File: src/design/e2q_pkg.sv
// Package for the Euler-angle to quaternion core: payload types, CORDIC
// constants and the arctangent table. No dependencies.
`default_nettype none
package e2q_pkg;
   localparam int ANGLE_BITS    = 16;
   localparam int FRAC_BITS     = 14;
   localparam int CORDIC_STAGES = 16;
   localparam int CW            = 33;  // CORDIC x/y/z width
   localparam int QW            = 16;
   localparam int AXES          = 3;
   localparam logic signed [CW-1:0] INV_GAIN_Q30 = 33'sd652032874;

   typedef logic [$clog2(CORDIC_STAGES)-1:0] stage_idx_type;

   typedef struct packed {
      logic signed [ANGLE_BITS-1:0] roll_angle;
      logic signed [ANGLE_BITS-1:0] pitch_angle;
      logic signed [ANGLE_BITS-1:0] yaw_angle;
   } req_type;

   typedef struct packed {
      logic signed [QW-1:0] quat_x;
      logic signed [QW-1:0] quat_y;
      logic signed [QW-1:0] quat_z;
      logic signed [QW-1:0] quat_w;
   } rsp_type;

   typedef struct packed {
      logic signed [CW-1:0] x;
      logic signed [CW-1:0] y;
      logic signed [CW-1:0] z;
   } rot_type;

   function automatic logic signed [CW-1:0] atan_lookup(input int i);
      logic [31:0] t [32];
      t = '{32'h20000000, 32'h12E4051E, 32'h09FB385B, 32'h051111D4,
            32'h028B0D43, 32'h0145D7E1, 32'h00A2F61E, 32'h00517C55,
            32'h0028BE53, 32'h00145F2F, 32'h000A2F98, 32'h000517CC,
            32'h00028BE6, 32'h000145F3, 32'h0000A2FA, 32'h0000517D,
            32'h000028BE, 32'h0000145F, 32'h00000A30, 32'h00000518,
            32'h0000028C, 32'h00000146, 32'h000000A3, 32'h00000051,
            32'h00000029, 32'h00000014, 32'h0000000A, 32'h00000005,
            32'h00000003, 32'h00000001, 32'h00000001, 32'h00000000};
      return $signed({1'b0, t[i & 31]});
   endfunction

   function automatic logic signed [CW-1:0] half_angle(input logic [ANGLE_BITS-1:0] a);
      logic signed [CW-1:0] s;
      s = CW'($signed(a));
      if (ANGLE_BITS <= 31) return s <<< (31 - ANGLE_BITS);
      return s >>> 1;
   endfunction
endpackage
`default_nettype wire

File: src/design/e2q_cell.sv
// One CORDIC rotation cell: a single micro-rotation for the three axes.
// Depends on e2q_pkg.
`default_nettype none
module e2q_cell import e2q_pkg::*; (
   input  wire logic          clock,
   input  wire logic          reset,
   input  wire stage_idx_type stage,
   input  wire logic          valid_in,
   input  wire rot_type       rot_in [AXES],
   output logic               valid_out,
   output rot_type            rot_out [AXES]
);
   logic    valid_ff;
   rot_type rot_ff [AXES];
   rot_type rot_in_v [AXES];
   logic signed [CW-1:0] ang;

   always_comb begin
      ang = atan_lookup(int'(stage));
      for (int a = 0; a < AXES; a++) begin
         if (!rot_in[a].z[CW-1]) begin
            rot_in_v[a].x = rot_in[a].x - (rot_in[a].y >>> stage);
            rot_in_v[a].y = rot_in[a].y + (rot_in[a].x >>> stage);
            rot_in_v[a].z = rot_in[a].z - ang;
         end else begin
            rot_in_v[a].x = rot_in[a].x + (rot_in[a].y >>> stage);
            rot_in_v[a].y = rot_in[a].y - (rot_in[a].x >>> stage);
            rot_in_v[a].z = rot_in[a].z + ang;
         end
      end
   end

   always_ff @(posedge clock) begin
      if (reset) valid_ff <= 1'b0;
      else       valid_ff <= valid_in;
      rot_ff <= rot_in_v;
   end

   assign valid_out = valid_ff;
   assign rot_out   = rot_ff;
endmodule
`default_nettype wire

File: config.mk
export PLATFORM = sky130hd
export DESIGN_NAME = e2q_cell
export DESIGN_NICKNAME = d
export VERILOG_FILES = /design/src/design/e2q_pkg.sv /design/src/design/e2q_cell.sv
export SDC_FILE = /design/constraint.sdc
export NUM_CORES = 2
export LEC_CHECK = 0
export ABC_AREA = 1
export BUFFER_PORTS_ARGS = -buffer_cell sky130_fd_sc_hd__buf_2
export CAP_MARGIN = 0
export CELL_PAD_IN_SITES_DETAIL_PLACEMENT = 1
export CELL_PAD_IN_SITES_GLOBAL_PLACEMENT = 1
export CORE_MARGIN = 3
export CORE_UTILIZATION = 40
export CTS_CLUSTER_DIAMETER = 120
export DETAILED_ROUTE_END_ITERATION = 6
export MAX_ROUTING_LAYER = met4
export PLACE_DENSITY = 0.91
export SYNTH_ARGS = -nofsm -noshare
export SYNTH_HDL_FRONTEND = slang
export SYNTH_SLANG_ARGS = --single-unit
export TNS_END_PERCENT = 5
File: constraint.sdc
create_clock -name clock -period 5.5 [get_ports clock]
set_input_delay 0.275 -clock clock [delete_from_list [all_inputs] [get_ports clock]]
set_output_delay 0.275 -clock clock [all_outputs]
set_load 0.01 [all_outputs]
# Word level (Yosys, flattened, before mapping)
# Memories as Yosys holds them, arrays and structs flattened.
# Index checks and enable logic that the tools add are counted.
dict set report classes {
  order_cmp 1
  muxes 5
  eq_ne 0
  multipliers 0
  add_sub_neg 18
  bitwise 1
  n_shift 6
  n_reduce_logical 0
  div_mod_pow 0
}
# operator count
set ops {}
lappend ops {{33-bit adder} 9}
lappend ops {{99-bit 2-to-1 mux} 3}
lappend ops {{33-bit subtractor} 9}
lappend ops {{33-bit by 4-bit >>> shifter with 33-bit output} 6}
lappend ops {{32-bit 2-to-1 mux} 2}
lappend ops {{32-bit by 6-bit >= comparator with 1-bit output, second input constant} 1}
lappend ops {{4-bit NOT with 32-bit output} 1}
dict set report totals {
  ramBits 0
  latch_bits 0
  mem_bits_ro 1024
  input_bits 304
  ff_bits 298
  mem_count 1
}
# memory words width rd rd_ports_with_merged_regs wr line_no
set memory_table {}
lappend memory_table {{(no name shown)} 32 32 1 0 0 e2q_pkg.sv:44} ;# return $signed({1'b0, t[i & 31]});

# Logic depth before layout (Yosys ltp)
dict set report depth {
  depth_word 6
  mapped_depth 32
  mapped_depth_nobuf 29
}

# Least setup slack after synthesis
# Ideal clock, no wire load.
dict set report synth_path {
  path_kind {input to register}
  start {in stage[0]}
  end {reg rot_ff, in the netlist rot_out[122]}
  required_ns 5.373
  cell_stages 22
  arrival_time_ns 4.005
  setup_slack_ns 1.369
  path_cell_list {buf_6 > inv_4 > buf_6 > buf_6 > buf_6 > ha_1 > nand2_1 > o21ai_0 > a21oi_2 > ha_1 > nand4_2 > nor3_4 > or2_2 > o21ai_0 > ha_1 > a21oi_1 > o21ai_0 > a21oi_1 > o21ai_0 > a21boi_0 > o21ai_0 > xor2_1}
}
# item line_no
set synth_rtl {}
lappend synth_rtl {{start, declared} e2q_cell.sv:7} ;# input wire stage_idx_type stage,
lappend synth_rtl {{end signal, assigned} e2q_cell.sv:36} ;# rot_ff <= rot_in_v;
lappend synth_rtl {{end, declared} e2q_cell.sv:14} ;# rot_type rot_ff [AXES];

==> impl_results.md <==
- Status: completed
- Die height: 319.0 um
- Post-synthesis compound-gate area fraction: 13.55%
- Tmin final: 4.572 ns
- Post-synthesis instance area: 39200 um2
- Final RePlAce weighted congestion: 1.038
- Maximum VDD drop: 0.0002570 V
- EDFF count, synth: 0
- Sequential fraction of the synthesis area: 15.22%
- Clock transition at path regs: 0.06 ns
- Max Freq: 0.2187 GHz
- Routed Antenna Nets: 0
- Fill count: 13890
- Total gr overflow: 0
- First-pass GRT wire length: 289.5 mm
- Detailed Route Iter0 Violations: 4040
- Largest net degree at the start of global routing: 137
- Leakage power: 23.39 nW
- Post-DR wirelength/cell: 22.09 um
- Crit. End Element: register
- Die Area: 101800 um2
- Post-CTS setup buffer count: 0
- Post-Synth Simple-Gate Area: 42.86%
- Fraction of layout instances using a drive strength above 1: 11.56%
- Clock Sinks: 298
- Vias in the first global route: 49510
- XOR/XNOR Fraction of Synth Area: 8.916%
- Initial Util: 40.41%
- Seq cells post-synth: 298
- Largest family of logic cells by synthesized area: simple AND/OR/NAND/NOR gates
- Nets: 7962
- FF/Latch Area: 5966 um2
- Critical Path RT: 6.05 ns
- Max Root-Sink Buffers: 3
- Area delta synth->final: 14.13%
- Num ports: 602
- Commonest cells after routing, fill and taps aside: nand2_1 (2253), nand3_1 (956), inv_1 (632)
- Start point of the critical path: stage[1]
- Row count: 114
- Syn_nets: 7461
- Async S/R FF share, synth: 0%
- CTS Buf Count: 38
- Routed WL: 191.4 mm
- Power Density: 308.9 nW/um2
- Tot GR Track Use: 37.09%
- Slew HR: 35.82%
- Multiplexer share of the synthesized area: 0%
- HP Class: in -> reg
- Worst-Margin Slew: 0.9526 ns
- Main synth FF type: dfxtp_1
- Crit Path Max Fanout: 51
- Element type at the critical path start: input pin
- Crit Path Category: in -> reg
- Maxcap violations: 0
- Final hold viol count: 0
- Slew Viols, Final: 0
- Vias: 49320
- IO Port Bufs: 601
- Antenna violations before repair: 19
- DRT Pass-1 Iters: 6
- Core area: 96990 um2
- Via/cell ratio: 5.691
- HPWL after detailed placement: 159.2 mm
- Crit path DAT: 5.12 ns
- Residual DRC: 0
- Syn. warnings: 0
- Avg Inst Size Synth: 5.729 um2
- Die X: 319.0 um
- RSZ-0062 raised after global routing: no
- H-tree levels: 2
- Synth Area in Adders: 10.23%
- Commonest non-fill, non-tap cell in the layout: nand2_1
- Multi-input logic area: 29630 um2
- Yosys cell types: 49
- Setup TNS: 0 ns
- Period Utilization, post-route: 83.12%
- Worst hold start: rot_in[101]
- Final-report setup violation count: 0
- Number of cells produced by synthesis: 6842
- CTS tree: built
- Util after Layout: 46.12%
- Root Buffer: clkbuf_16
[Yosys cell counts (11+ instances only)]
master / n / area, um2
nor2_1: 616 / 2312
buf_6: 16 / 180.2
nor3_1: 38 / 190.2
nor2_2: 30 / 187.7
a21o_1: 42 / 315.3
o21bai_1: 58 / 435.4
ha_1: 306 / 3829
nand2_2: 14 / 87.58
o21a_1: 15 / 112.6
inv_2: 32 / 120.1
o21ai_1: 52 / 260.3
nand3_1: 956 / 4785
a31oi_1: 47 / 294.0
a221oi_1: 28 / 245.2
nand4_1: 60 / 375.4
buf_4: 11 / 82.58
a21oi_1: 312 / 1562
o211ai_1: 16 / 120.1
nand2_1: 2253 / 8457
nor4_1: 13 / 81.33
xnor2_1: 104 / 910.9
o21ai_0: 298 / 1491
o2111ai_1: 18 / 157.7
inv_1: 636 / 2387
dfxtp_1: 298 / 5966
buf_1: 47 / 176.4
xor2_1: 295 / 2584
clkbuf_1: 53 / 198.9
buf_2: 91 / 455.4
[area by class of cell]
cell class / instances / area share, %
Multi-Input combinational cell: 5656 / 66.24
Tap cell: 1276 / 3.569
Sequential cell: 298 / 13.34
Antenna cell: 20 / 0.1119
Clock buffer: 48 / 2.321
Timing Repair Buffer: 679 / 8.296
Inverter: 670 / 5.667
Clock inverter: 20 / 0.4643
[sequential cells by signal (all words and copies together), names as in the netlist]
register / count
valid_out: 1
rot_out: 297
[metrics by stage]
| step | area, um2 | power, mW | worst slack [ns] | hold WS, ns | instances |
|---|---|---|---|---|---|
| 6_report | 44730 | 13.82 | 0.9285 | 0.04495 | 8667 |
| 5_1_grt | 44730 | 14.68 | 0.5131 | 0.03885 | 8667 |
| 4_1_cts | 44680 | 13.76 | 1.033 | 0.01481 | 8647 |
| 3_5_place_dp | 43320 | 11.07 | 0.3729 | 0.4366 | 8567 |
| 3_3_place_gp | 43320 | 10.90 | 0.4364 | 0.4306 | 8567 |
| 2_1_floorplan | 39200 | 8.024 | 1.369 | 0.3462 | 6842 |
[worst max-delay path, stage by stage]
cell and delay [ns]:
buf_6 0.38, buf_4 0.58, nand3_1 0.19, nand3_1 0.14, nand2_1 0.12, o22ai_2 0.27, ha_1 0.28, nand3_1 0.17
nor2_2 0.28, nand4_1 0.19, nand3_1 0.11, o21ai_0 0.21, ha_1 0.45, nand2_1 0.13, nor2_1 0.20, inv_1 0.06
nor2_1 0.18, inv_1 0.07, o2111ai_1 0.38, nand2_1 0.13, nand2_1 0.11, xor2_1 0.14
[power breakdown]
group          switching, mW  leakage, nW  internal (mW)  total (mW)
sequential             0.306         2.51           3.08        3.39
combinational           5.21         20.3           2.62        7.83
clock                   1.14        0.618           1.45        2.60
total                   6.66         23.4           7.16        13.8
[metal layers]
metal  GRT usage, %  up-vias  wire (um)  share of wire [%]
li1               -    23460          -                  -
met1          45.51    23700      81070                 42
met2          60.32     1702      88060                 46
met3          4.563      457      11440                6.0
met4          18.06        0      10860                5.7
met5              -        -          0                  0
[final timing paths]
kind | to | cells past startpoint
setup / recovery | rot_out[161] | 22
hold / removal | rot_out[101] | 3
[repair_timing]
item | 4_1_cts | 5_1_grt
resized for setup | 0 | 0
hold buffers | 12 | 0
hold endpoints to repair | 11 | 0
[cell families (layout without fill, tap and decap cells)]
logic type,Yosys count,count (layout)
AOI/OAI and AO/OA,924,924
xor gates and xnor gates,399,399
adders and majority gates,315,315
buffers and inverters,888,1417
DFF,298,298
other,0,20
and+or+nand+nor,4018,4018
Power figures use the tool's default switching activity.
